===== src/design/dtp_pkg.sv =====
package dtp_pkg;

    typedef enum logic [1:0] {
        ST_OK       = 2'd0,
        ST_NO_DIGIT = 2'd1,
        ST_BAD_TERM = 2'd2,
        ST_OVERFLOW = 2'd3
    } t_status;

    typedef enum logic [1:0] {
        PH_START = 2'd0,
        PH_TOKEN = 2'd1
    } t_phase;

    localparam logic [7:0] CH_NUL   = 8'h00;
    localparam logic [7:0] CH_SPACE = 8'h20;
    localparam logic [7:0] CH_PLUS  = 8'h2B;
    localparam logic [7:0] CH_MINUS = 8'h2D;
    localparam logic [7:0] CH_ZERO  = 8'h30;
    localparam logic [7:0] CH_NINE  = 8'h39;

    localparam int unsigned MAG_W   = 31;
    localparam int unsigned CNT_W   = 8;
    localparam logic [CNT_W-1:0] CNT_MAX = '1;

endpackage


===== src/design/dtp_if.sv =====
interface dtp_char_if;
    logic       valid;
    logic       ready;
    logic [7:0] char_code;

    modport source (output valid, output char_code, input ready);
    modport sink   (input valid, input char_code, output ready);
endinterface

interface dtp_res_if;
    logic                valid;
    logic                ready;
    logic signed [31:0]  value;
    dtp_pkg::t_status    status;
    logic [7:0]          consumed;

    modport source (output valid, output value, output status, output consumed, input ready);
    modport sink   (input valid, input value, input status, input consumed, output ready);
endinterface


===== src/design/decimal_integer_token_parser_unit.sv =====
// Channel  | Direction | Beat payload
// ---------+-----------+-------------------------------------------
// i_char   | in        | char_code[7:0]
// o_res    | out       | value[31:0] signed, status[1:0], consumed[7:0]
//
// One character is taken every cycle unless a terminator is stalled; the parse step (multiply by ten, add,
// range check) sits between the input register and the result register.
// A terminating character passes through the input register, then the result register, onto o_res.
// Reset clears the parse state and both valid flags.
// A waiting result stalls only a following terminator; digits and leading signs
// keep flowing while o_res is held.
module decimal_integer_token_parser_unit (
    input  logic                  i_clk,
    input  logic                  i_rst_n,
    dtp_char_if.sink              i_char,
    dtp_res_if.source             o_res
);

    logic [7:0]                   r_char;
    logic                         r_in_vld;

    dtp_pkg::t_phase              r_phase, n_phase;
    logic                         r_neg, n_neg;
    logic [dtp_pkg::MAG_W-1:0]    r_mag, n_mag;
    logic                         r_ovf, n_ovf;
    logic                         r_seen, n_seen;
    logic [dtp_pkg::CNT_W-1:0]    r_cnt, n_cnt;

    logic                         r_out_vld;
    logic signed [31:0]           r_out_value, n_out_value;
    dtp_pkg::t_status             r_out_status, n_out_status;
    logic [7:0]                   r_out_cnt;

    logic                         in_token, is_digit, is_sign, is_term, is_end;
    logic                         adv, emit;
    logic [3:0]                   digit;
    logic [dtp_pkg::MAG_W+3:0]    mag_next;
    logic                         mag_over;
    logic [dtp_pkg::CNT_W-1:0]    cnt_inc;

    assign in_token = (r_phase == dtp_pkg::PH_TOKEN);
    assign is_digit = (r_char >= dtp_pkg::CH_ZERO) && (r_char <= dtp_pkg::CH_NINE);
    assign is_sign  = (r_char == dtp_pkg::CH_MINUS) || (r_char == dtp_pkg::CH_PLUS);
    assign is_term  = !is_digit && !(!in_token && is_sign);
    assign is_end   = (r_char == dtp_pkg::CH_NUL) || (r_char == dtp_pkg::CH_SPACE);

    // A terminator may only advance when the result register is free or draining.
    assign adv  = r_in_vld && (!is_term || !r_out_vld || o_res.ready);
    assign emit = adv && is_term;

    assign i_char.ready = !r_in_vld || adv;

    assign digit    = 4'(r_char - dtp_pkg::CH_ZERO);
    assign mag_next = {1'b0, r_mag, 3'b000} + {3'b000, r_mag, 1'b0}
                    + {{(dtp_pkg::MAG_W){1'b0}}, digit};
    assign mag_over = |mag_next[dtp_pkg::MAG_W+3:dtp_pkg::MAG_W];
    assign cnt_inc  = (r_cnt == dtp_pkg::CNT_MAX) ? r_cnt
                    : r_cnt + {{(dtp_pkg::CNT_W-1){1'b0}}, 1'b1};

    // Next phase.
    always_comb begin
        n_phase = r_phase;
        if (adv) begin
            n_phase = is_term ? dtp_pkg::PH_START : dtp_pkg::PH_TOKEN;
        end
    end

    // Token state and result.
    always_comb begin
        n_neg  = r_neg;
        n_mag  = r_mag;
        n_ovf  = r_ovf;
        n_seen = r_seen;
        n_cnt  = r_cnt;

        if (!r_seen) begin
            n_out_status = dtp_pkg::ST_NO_DIGIT;
        end else if (r_ovf) begin
            n_out_status = dtp_pkg::ST_OVERFLOW;
        end else if (is_end) begin
            n_out_status = dtp_pkg::ST_OK;
        end else begin
            n_out_status = dtp_pkg::ST_BAD_TERM;
        end

        if (n_out_status != dtp_pkg::ST_OK) begin
            n_out_value = '0;
        end else if (r_neg) begin
            n_out_value = -$signed({1'b0, r_mag});
        end else begin
            n_out_value = $signed({1'b0, r_mag});
        end

        if (adv) begin
            if (is_digit) begin
                if (!r_ovf) begin
                    if (mag_over) begin
                        n_ovf = 1'b1;
                    end else begin
                        n_mag = mag_next[dtp_pkg::MAG_W-1:0];
                    end
                end
                n_seen = 1'b1;
                n_cnt  = cnt_inc;
            end else if (!is_term) begin
                n_neg = (r_char == dtp_pkg::CH_MINUS);
                n_cnt = cnt_inc;
            end else begin
                n_neg  = 1'b0;
                n_mag  = '0;
                n_ovf  = 1'b0;
                n_seen = 1'b0;
                n_cnt  = '0;
            end
        end
    end

    always_ff @(posedge i_clk) begin
        if (!i_rst_n) begin
            r_in_vld  <= 1'b0;
            r_out_vld <= 1'b0;
            r_phase   <= dtp_pkg::PH_START;
            r_neg     <= 1'b0;
            r_mag     <= '0;
            r_ovf     <= 1'b0;
            r_seen    <= 1'b0;
            r_cnt     <= '0;
        end else begin
            if (i_char.ready) begin
                r_in_vld <= i_char.valid;
            end
            if (emit) begin
                r_out_vld <= 1'b1;
            end else if (o_res.ready) begin
                r_out_vld <= 1'b0;
            end
            r_phase <= n_phase;
            r_neg   <= n_neg;
            r_mag   <= n_mag;
            r_ovf   <= n_ovf;
            r_seen  <= n_seen;
            r_cnt   <= n_cnt;
        end
    end

    always_ff @(posedge i_clk) begin
        if (i_char.valid && i_char.ready) begin
            r_char <= i_char.char_code;
        end
        if (emit) begin
            r_out_value  <= n_out_value;
            r_out_status <= n_out_status;
            r_out_cnt    <= r_cnt;
        end
    end

    assign o_res.valid    = r_out_vld;
    assign o_res.value    = r_out_value;
    assign o_res.status   = r_out_status;
    assign o_res.consumed = r_out_cnt;

endmodule


===== src/flat_wrapper.sv =====
// flat-port wrapper written by rule: the top's interface ports become plain ports
module decimal_integer_token_parser_unit_flat 
  (i_clk, i_rst_n, i_char_valid, i_char_char_code, i_char_ready, o_res_valid, o_res_value, o_res_status, o_res_consumed, o_res_ready);
  dtp_char_if i_char_i ();
  dtp_res_if o_res_i ();
  input  logic i_clk;
  input  logic i_rst_n;
  input wire logic [$bits(i_char_i.valid)-1:0] i_char_valid;
  input wire logic [$bits(i_char_i.char_code)-1:0] i_char_char_code;
  output wire logic [$bits(i_char_i.ready)-1:0] i_char_ready;
  output wire logic [$bits(o_res_i.valid)-1:0] o_res_valid;
  output wire logic [$bits(o_res_i.value)-1:0] o_res_value;
  output wire logic [$bits(o_res_i.status)-1:0] o_res_status;
  output wire logic [$bits(o_res_i.consumed)-1:0] o_res_consumed;
  input wire logic [$bits(o_res_i.ready)-1:0] o_res_ready;
  assign i_char_i.valid = i_char_valid;
  assign i_char_i.char_code = i_char_char_code;
  assign i_char_ready = i_char_i.ready;
  assign o_res_valid = o_res_i.valid;
  assign o_res_value = o_res_i.value;
  assign o_res_status = o_res_i.status;
  assign o_res_consumed = o_res_i.consumed;
  assign o_res_i.ready = o_res_ready;
  decimal_integer_token_parser_unit u_core (.i_clk(i_clk), .i_rst_n(i_rst_n), .i_char(i_char_i), .o_res(o_res_i));
endmodule

===== config.mk =====
export PLATFORM = sky130hd
export DESIGN_NAME = decimal_integer_token_parser_unit_flat
export DESIGN_NICKNAME = d
export VERILOG_FILES = /design/src/design/dtp_pkg.sv /design/src/design/dtp_if.sv /design/src/design/decimal_integer_token_parser_unit.sv /design/src/flat_wrapper.sv
export SDC_FILE = /design/constraint.sdc
export NUM_CORES = 1
export LEC_CHECK = 0
export BUFFER_PORTS_ARGS = -buffer_cell sky130_fd_sc_hd__buf_2
export CAP_MARGIN = 20
export CORE_MARGIN = 2
export CORE_UTILIZATION = 25
export CTS_CLUSTER_SIZE = 16
export DETAILED_ROUTE_END_ITERATION = 8
export PLACE_DENSITY_LB_ADDON = 0.3
export SYNTH_ARGS = -nofsm -noshare
export SYNTH_HDL_FRONTEND = slang
export SYNTH_SLANG_ARGS = --single-unit

===== constraint.sdc =====
create_clock -name i_clk -period 4.2 [get_ports i_clk]
set_input_delay 0.84 -clock i_clk [delete_from_list [all_inputs] [get_ports i_clk]]
set_output_delay 0.84 -clock i_clk [all_outputs]
set_load 0.02 [all_outputs]

==> results.cfg, run 1 <==
[critical_path]
crit_chain = inv_1 -> fa_1 -> fa_1 -> nand2b_1 -> a21oi_1 -> o21ai_0 -> a2111oi_2 -> o21ai_0 -> nor3_2 -> nor3b_4 -> and2_2 -> buf_4 -> a22o_1
worst-setup-path-type = flip-flop to flip-flop
end_kind = flip-flop
critPathBufInv = 2
cp-start-kind = flip-flop
cp.required_ns = 4.43
cp.arrival_ns = 4.17
crit_family = compound AO/OA/AOI/OAI gates
cpPeakStageDelay_ns = 0.54
ff2ff_path_depth = 13
r2r-start = u_core.r_char[3]
ff2ff_setup_slack_ns = 0.27
worst_path_max_delay_cell = fa_1
timing.rr.end = u_core.r_mag[20]
path_max_fanout = 22

[sta]
relSlewSlack = 0.4710
finalSetupViolations = 0
finalCritPeriodShare = 0.9368
timing_worst_slew_pin_value_ns = 0.7874
setup-tns-final_ns = 0
min_period_ns = 3.935
rsz0062_at_grt = no
skew_ns = 0.01278
drv_slew = 0
hold_slack_ns = 0.4718
fmax_mhz = 254.1
hold_violations = 0

[place]
gp_congestion = 0.8702
port_buffers = 55
dpl.hpwl_mm = 11.26
dpl.cell_count = 1019

[clock_network]
ctsHoldBuffers = 0
cts_buffers = 9
cts.path.max_buffers = 2
cts_sinks = 95
cts_setup_buffers = 0
cts_root_buf = clkbuf_16
cts-resized-gates = 0
clk_latency_ns = 0.35
clkTransAtPathRegs_ns = 0.08
cts_tree = done
htree_levels = 3

[route]
routed_via_density = 4.732
avgRoutedWirePerCell_um = 13.93
detail-route-antenna-nets = 0
vias = 4898
firstDrtPassIters = 5
drc_errors = 0
finalWirelength_mm = 14.42
dr.first_iter.drc_count = 212

[floorplanning]
dieArea_um2 = 25810
core_area_um2 = 24180
die_h_um = 160.6
start_util = 0.2537
num_io_pins = 56
die_x_um = 160.6
num_rows = 57

[pwr]
p_sw_frac = 0.2417
p_int_mw = 1.440
power_frac_seq = 0.530
p_leak_nw = 3.076
powerDensity_nw_per_um2 = 265.9
net-switching-power_mw = 0.4589
p_comb_frac = 0.049
peakVddDrop_mv = 0.1521
pwr-share-clk = 0.421

[yosys]
ys_seq_area_frac = 0.3916
ys_top_cells_by_area = edfxtp_1, dfxtp_1, ha_1, xor2_1, nor2_1
synth_commonest_cells = nor2_1, ha_1, nand2_1
synth_top_area_share = 0.2447
ys_types = 61
synth_top_area_cell = edfxtp_1
synth-edff-count = 50
synth.most_common_cell = nor2_1
synth-seq-cells = 95
async_flop_share = 0
syn-instance-count = 645
synth_area_um2 = 6135
synth-main-ff-cell = edfxtp_1
ys_warn_count = 0
synth_nets = 722
avgSynthCellArea_um2 = 9.511

[global_route]
grt-ovfl-total = 0
grt_max_degree = 43
grt_usage = 0.1113
grt_pass1_vias = 4608
grt_pass1_wl_mm = 23.60
antenna_found_initial = 0

[layout]
finalNetCount = 783
fin_cells = 1035
drive_gt1_frac = 0.1406
diodes = 0
synthToLayoutAreaGrowth_pct = 16.40

[min_path]
worstHoldEndpoint = u_core.r_seen
min_path_type = flip-flop to flip-flop
holdPathStages = 2
hold_path_startpoint = u_core.r_seen

[flow_run]
cap_violations = 0

[outcome]
status = complete, no violations
[worst max path at each step]
stage | slack, ns | startpoint | cells after the start | end
floorplan | 0.59 | u_core.r_mag[0] | 14 | u_core.r_mag[20]
global placement | 0.17 | u_core.r_char[3] | 13 | u_core.r_mag[30]
detailed placement | 0.09 | u_core.r_char[3] | 13 | u_core.r_mag[20]
CTS | 0.05 | u_core.r_char[3] | 13 | u_core.r_mag[20]
global route | 0.03 | u_core.r_char[3] | 13 | u_core.r_mag[23]
finish | 0.27 | u_core.r_char[3] | 13 | u_core.r_mag[20]
[layout by cell type, fill, tap and decap left out, types with 6 or more instances in the layout]
cell       count
xnor2_1       15
nand2b_1       9
nand4_1        6
buf_4         14
nor2_1        67
and3_1         8
edfxtp_1      50
xor2_1        38
inv_1         12
buf_2         55
o31ai_1        9
a22o_1        28
a21o_1        10
o21ai_0       41
ha_1          63
o211ai_1       6
a21oi_1       45
and2_1         6
nor3_1         9
or3_1         10
clkbuf_16      9
a211oi_1       7
nand2_1       62
nand3_1       10
dfxtp_1       45
[sequential cells by signal, summed over array words and instances (netlist names), 2 cells and up]
name                   flops
u_core.o_res.consumed      8
u_core.r_mag              31
u_core.o_res.value        32
u_core.r_char              8
u_core.r_cnt               8
u_core.o_res.status        2
[per-stage QoR]
step	power, mW	worst slack, ns	instance area [um^2]	utilization
finish	1.899	0.2652	7141	0.2953
CTS	1.925	0.05334	7134	0.2951
detailed placement	1.123	0.09444	6849	0.2833
floorplan	1.084	0.5868	6135	-
global placement	1.122	0.1661	6849	0.2833
global route	1.959	0.03264	7141	0.2953
[routing by layer]
metal  share of wire  global-route usage  vias up  wire length, um
li1                -                   -     2517                -
met1            0.48              0.1462     2289             6890
met2            0.49              0.1936       80             7008
met3           0.023             0.01446       12              338
met4           0.013             0.02785        0              181
met5               0                   0        -                0
[cells by family (layout without fill, tap and decap cells)]
kind of cell / count (synthesis) / in the layout / share of synthesized area
and+or+nand+nor: 213 / 213 / 0.1685
AOI/OAI and AO/OA: 185 / 185 / 0.2019
DFF: 95 / 95 / 0.3916
adders and majority gates: 65 / 65 / 0.1350
xor gates and xnor gates: 53 / 53 / 0.07567
buffers and inverters: 32 / 98 / 0.02407
muxes: 2 / 2 / 0.003263
[worst min-delay path: cells and delay by family, from the launching register on]
kind	cells	cell delay [ns]
and+or+nand+nor	1	0.05
AOI/OAI and AO/OA	1	0.05
DFF	1	0.32
[power by group through the flow]
stage | Sequential [mW] | Clock [mW] | Combinational, mW
2_1_floorplan | 1.05 | 0 | 0.0336
3_3_place_gp | 1.03 | 0 | 0.0941
3_5_place_dp | 1.03 | 0 | 0.0946
4_1_cts | 1.01 | 0.824 | 0.0946
5_1_grt | 1.01 | 0.850 | 0.101
6_report | 1.01 | 0.800 | 0.0926
[cell type report]
class                   instances  area (um^2)
repair buffers                 70        400.4
inverters                      12        45.04
clock buffers                   9        225.2
multi-input cells             518         3602
clock inverters                 7        60.06
well taps                     324        405.4
fillers                      2524        17040
flip-flops and latches         95         2402
Power figures use the tool's default switching activity.
==> run 2: changes to the inputs <==
--- a/config.mk
+++ b/config.mk
@@ -7,7 +7,7 @@
 export LEC_CHECK = 0
 export BUFFER_PORTS_ARGS = -buffer_cell sky130_fd_sc_hd__buf_2
 export CAP_MARGIN = 20
-export CORE_MARGIN = 2
+export CORE_MARGIN = 1.5
 export CORE_UTILIZATION = 25
 export CTS_CLUSTER_SIZE = 16
 export DETAILED_ROUTE_END_ITERATION = 8
==> results.cfg, run 2 (synthesized netlist as in run 1, its figures left out) <==
[floorplanning]
start_util = 0.2537
core_area_um2 = 24180
dieArea_um2 = 25490
num_io_pins = 56
die_x_um = 159.6
num_rows = 57
die_h_um = 159.6

[pwr]
pwr-share-clk = 0.432
p_sw_frac = 0.2368
power_frac_seq = 0.520
net-switching-power_mw = 0.4580
p_int_mw = 1.476
p_leak_nw = 3.056
powerDensity_nw_per_um2 = 271.2
p_comb_frac = 0.048
total_power_mw = 1.934
peakVddDrop_mv = 0.1573

[place]
dpl.hpwl_mm = 11.31
port_buffers = 55
dp_slack_ns = 0.2749
gp_congestion = 0.8018

[route]
detail-route-antenna-nets = 0
routed_via_density = 4.809
vias = 4958
drc_errors = 0
firstDrtPassIters = 4
dr.first_iter.drc_count = 239
avgRoutedWirePerCell_um = 14.29
finalWirelength_mm = 14.73

[critical_path]
worst-setup-path-type = flip-flop to flip-flop
cp.required_ns = 4.43
cpPeakStageDelay_ns = 0.57
path_max_fanout = 30
cp-start-kind = flip-flop
worst_path_max_delay_cell = fa_1
end_kind = flip-flop
cpMostUsedCell = inv_1
crit_chain = inv_1 -> fa_1 -> inv_1 -> ha_1 -> a211oi_1 -> o21ai_1 -> a211oi_2 -> nor4_1 -> buf_4 -> or2_2 -> o211ai_1 -> nor3b_4 -> o21ai_2 -> buf_12 -> a22o_1
ff2ff_path_depth = 15
cp.arrival_ns = 4.06

[sta]
finalCritPeriodShare = 0.9101
finalSetupViolations = 0
hold_slack_ns = 0.4654
rsz0062_at_grt = no
setup_ws_ns = 0.3774
fmax_mhz = 261.6
min_period_ns = 3.823
drv_slew = 0
relSlewSlack = 0.5667
hold_violations = 0
setup-tns-final_ns = 0
timing_worst_slew_pin_value_ns = 0.6499
skew_ns = 0.01173

[clock_network]
cts.path.max_buffers = 2
cts_sinks = 95
cts_buffers = 9
cts_tree = done
cts_root_buf = clkbuf_16
clk_latency_ns = 0.35
clkTransAtPathRegs_ns = 0.07
htree_levels = 3

[layout]
diodes = 0
drive_gt1_frac = 0.1344
synthToLayoutAreaGrowth_pct = 16.21
most-common-layout-cells = nor2_1, ha_1, nand2_1
largest_reg_flops = 32
finalNetCount = 779
final_common_cell = nor2_1
finish.utilization = 0.2949

[flow_run]
cap_violations = 0

[min_path]
holdPathStages = 2
min_path_type = flip-flop to flip-flop

[global_route]
grt_usage = 0.1173
grt_pass1_wl_mm = 24.29
grt_max_degree = 36
antenna_found_initial = 0
grt_pass1_vias = 4736
grt-ovfl-total = 0

[outcome]
status = complete, no violations
## run 2: routing by layer
| layer | GRT usage | wire (um) | part of all wire | vias up |
|---|---|---|---|---|
| li1 | - | - | - | 2519 |
| met1 | 0.1538 | 7095 | 0.48 | 2338 |
| met2 | 0.2015 | 7031 | 0.48 | 86 |
| met3 | 0.01558 | 403 | 0.027 | 15 |
| met4 | 0.03345 | 201 | 0.014 | 0 |
| met5 | 0 | 0 | 0 | - |
## run 2: timing repair
item	4_1_cts	5_1_grt
hold buffers	0	0
setup endpoints to repair	0	30
buffers inserted	0	0
resized for setup	0	1
## run 2: final timing paths
kind                                      start                to  slack [ns]
worst min-delay path              u_core.r_seen     u_core.r_seen        0.47
worst min register to register    u_core.r_seen     u_core.r_seen        0.47
worst max register to register  u_core.r_mag[0]  u_core.r_mag[27]        0.38
worst max-delay path            u_core.r_mag[0]  u_core.r_mag[27]        0.38
## run 2: cell type report
class                   instances  area (um^2)
clock inverters                 6        55.05
clock buffers                  10        250.2
flip-flops and latches         95         2402
fillers                      2533        17050
well taps                     324        405.4
multi-input cells             518         3601
inverters                      12        45.04
repair buffers                 66        370.4
## run 2: power by group through the flow
stage                     sequential (mW)  clock [mW]  combinational (mW)
after floorplan                      1.05           0              0.0336
after global placement               1.03           0              0.0945
after detailed placement             1.03           0              0.0945
after CTS                            1.01       0.858              0.0947
after global routing                 1.01       0.890               0.102
final                                1.01       0.835              0.0930
## run 2: through the flow
step           instance area (um^2)  cells
6_report                       7129   1031
5_1_grt                        7129   1031
3_3_place_gp                   6819   1015
3_5_place_dp                   6819   1015
4_1_cts                        7124   1031
2_1_floorplan                  6135    645
## run 2: critical path, delay by kind of cell (launching register included)
kind | cells | cell delay [ns]
compound gates | 6 | 1.21
fa+ha+maj | 2 | 0.87
simple gates | 3 | 0.68
buf+inv | 4 | 0.52
flops | 1 | 0.43
==> run 3: changes to the inputs <==
--- a/config.mk
+++ b/config.mk
@@ -11,6 +11,7 @@
 export CORE_UTILIZATION = 25
 export CTS_CLUSTER_SIZE = 16
 export DETAILED_ROUTE_END_ITERATION = 8
+export MAX_ROUTING_LAYER = met4
 export PLACE_DENSITY_LB_ADDON = 0.3
 export SYNTH_ARGS = -nofsm -noshare
 export SYNTH_HDL_FRONTEND = slang
==> results.cfg, run 3 (synthesized netlist as in run 1, its figures left out) <==
[sta]
setup_ws_ns = 0.3925
setup-tns-final_ns = 0
drv_slew = 0
finalCritPeriodShare = 0.9065
min_period_ns = 3.807
fmax_mhz = 262.6
relSlewSlack = 0.5688
rsz0062_at_grt = no
finalSetupViolations = 0
hold_slack_ns = 0.4653
timing_worst_slew_pin_value_ns = 0.6468
skew_ns = 0.01403
hold_violations = 0

[layout]
drive_gt1_frac = 0.1344
final_common_cell = nor2_1
n_fill_cell = 2533
most-common-layout-cells = nor2_1, ha_1, nand2_1
largest_reg_flops = 32
diodes = 0
synthToLayoutAreaGrowth_pct = 16.21
finalNetCount = 779

[route]
finalWirelength_mm = 14.73
drc_errors = 0
firstDrtPassIters = 4
dr.first_iter.drc_count = 243
routed_via_density = 4.801
vias = 4950
detail-route-antenna-nets = 0
avgRoutedWirePerCell_um = 14.28

[clock_network]
cts_tree = done
htree_levels = 3
clkTransAtPathRegs_ns = 0.07
cts_setup_buffers = 0
cts-resized-gates = 0
cts_root_buf = clkbuf_16
cts_buffers = 9
ctsHoldBuffers = 0
cts.path.max_buffers = 2
cts_sinks = 95
clk_latency_ns = 0.35

[place]
dp_slack_ns = 0.2749
dpl.hpwl_mm = 11.31
port_buffers = 55
gp_congestion = 0.8135

[critical_path]
cp.required_ns = 4.43
worst-setup-path-type = flip-flop to flip-flop
timing.rr.end = u_core.r_mag[25]
startpoint = u_core.r_mag[0]
r2r-start = u_core.r_mag[0]
ff2ff_setup_slack_ns = 0.39
cp.arrival_ns = 4.04
cp-start-kind = flip-flop
end_kind = flip-flop
path_max_fanout = 30
ff2ff_path_depth = 15

[min_path]
min_path_type = flip-flop to flip-flop
worstHoldEndpoint = u_core.r_seen
holdPathStages = 2
hold_path_startpoint = u_core.r_seen

[global_route]
grt_max_degree = 36
top_usage_layer = met2
antenna_found_initial = 0
grt-ovfl-total = 0
grt_usage = 0.1207
use_met2 = 0.2013
use_met1 = 0.1534
grt_pass1_wl_mm = 24.28
grtUsageMet3 = 0.01558
grt_pass1_vias = 4737

[pwr]
net-switching-power_mw = 0.4588
total_power_mw = 1.935
p_int_mw = 1.476
pwr-share-clk = 0.432
p_sw_frac = 0.2372
powerDensity_nw_per_um2 = 271.3
p_leak_nw = 3.056
p_comb_frac = 0.048
power_frac_seq = 0.520
peakVddDrop_mv = 0.1573

[floorplanning]
start_util = 0.2537
die_h_um = 159.6
die_x_um = 159.6
num_io_pins = 56
dieArea_um2 = 25490
num_rows = 57
core_area_um2 = 24180

[outcome]
status = complete, no violations

[flow_run]
cap_violations = 0
==> run 3: layout make-up <==
cell class                      count  area (um^2)  area share
Tap cell                          324        405.4     0.05686
Inverter                           12        45.04    0.006318
Multi-Input combinational cell    518         3601      0.5051
Timing Repair Buffer               66        370.4     0.05195
Clock inverter                      6        55.05    0.007722
Clock buffer                       10        250.2     0.03510
Sequential cell                    95         2402      0.3370
==> run 3: power by group through the flow <==
stage          clock network [mW]  registers [mW]  logic [mW]
5_1_grt                     0.890            1.01       0.102
6_report                    0.836            1.01      0.0930
3_5_place_dp                    0            1.03      0.0945
3_3_place_gp                    0            1.03      0.0945
4_1_cts                     0.858            1.01      0.0947
2_1_floorplan                   0            1.05      0.0336
==> run 3: layer usage <==
metal / share of wire / wire (um)
met5: 0 / 0
met4: 0.014 / 201
met3: 0.035 / 522
met2: 0.48 / 6995
met1: 0.48 / 7006
==> run 3: how the worst max path moves through the flow <==
| stage | slack (ns) | end |
|---|---|---|
| 2_1_floorplan | 0.59 | u_core.r_mag[20] |
| 3_3_place_gp | 0.38 | u_core.r_mag[4] |
| 3_5_place_dp | 0.27 | u_core.r_mag[4] |
| 4_1_cts | 0.24 | u_core.r_mag[4] |
| 5_1_grt | 0.03 | u_core.r_mag[4] |
| 6_report | 0.39 | u_core.r_mag[25] |
==> run 3: per-stage QoR <==
step / utilization / instance area, um^2 / instances
5_1_grt: 0.2949 / 7129 / 1031
2_1_floorplan: - / 6135 / 645
3_3_place_gp: 0.2820 / 6819 / 1015
4_1_cts: 0.2947 / 7124 / 1031
3_5_place_dp: 0.2820 / 6819 / 1015
6_report: 0.2949 / 7129 / 1031
==> run 3: critical path, cell delays in order (launching register included) <==
cell      delay, ns
dfxtp_1        0.42
inv_1          0.13
fa_1           0.57
inv_1          0.06
ha_1           0.30
a211oi_1       0.22
o21ai_1        0.19
a211oi_2       0.26
nor4_1         0.09
buf_4          0.15
or2_2          0.27
o211ai_1       0.18
nor3b_4        0.32
o21ai_2        0.13
buf_12         0.18
a22o_1         0.24
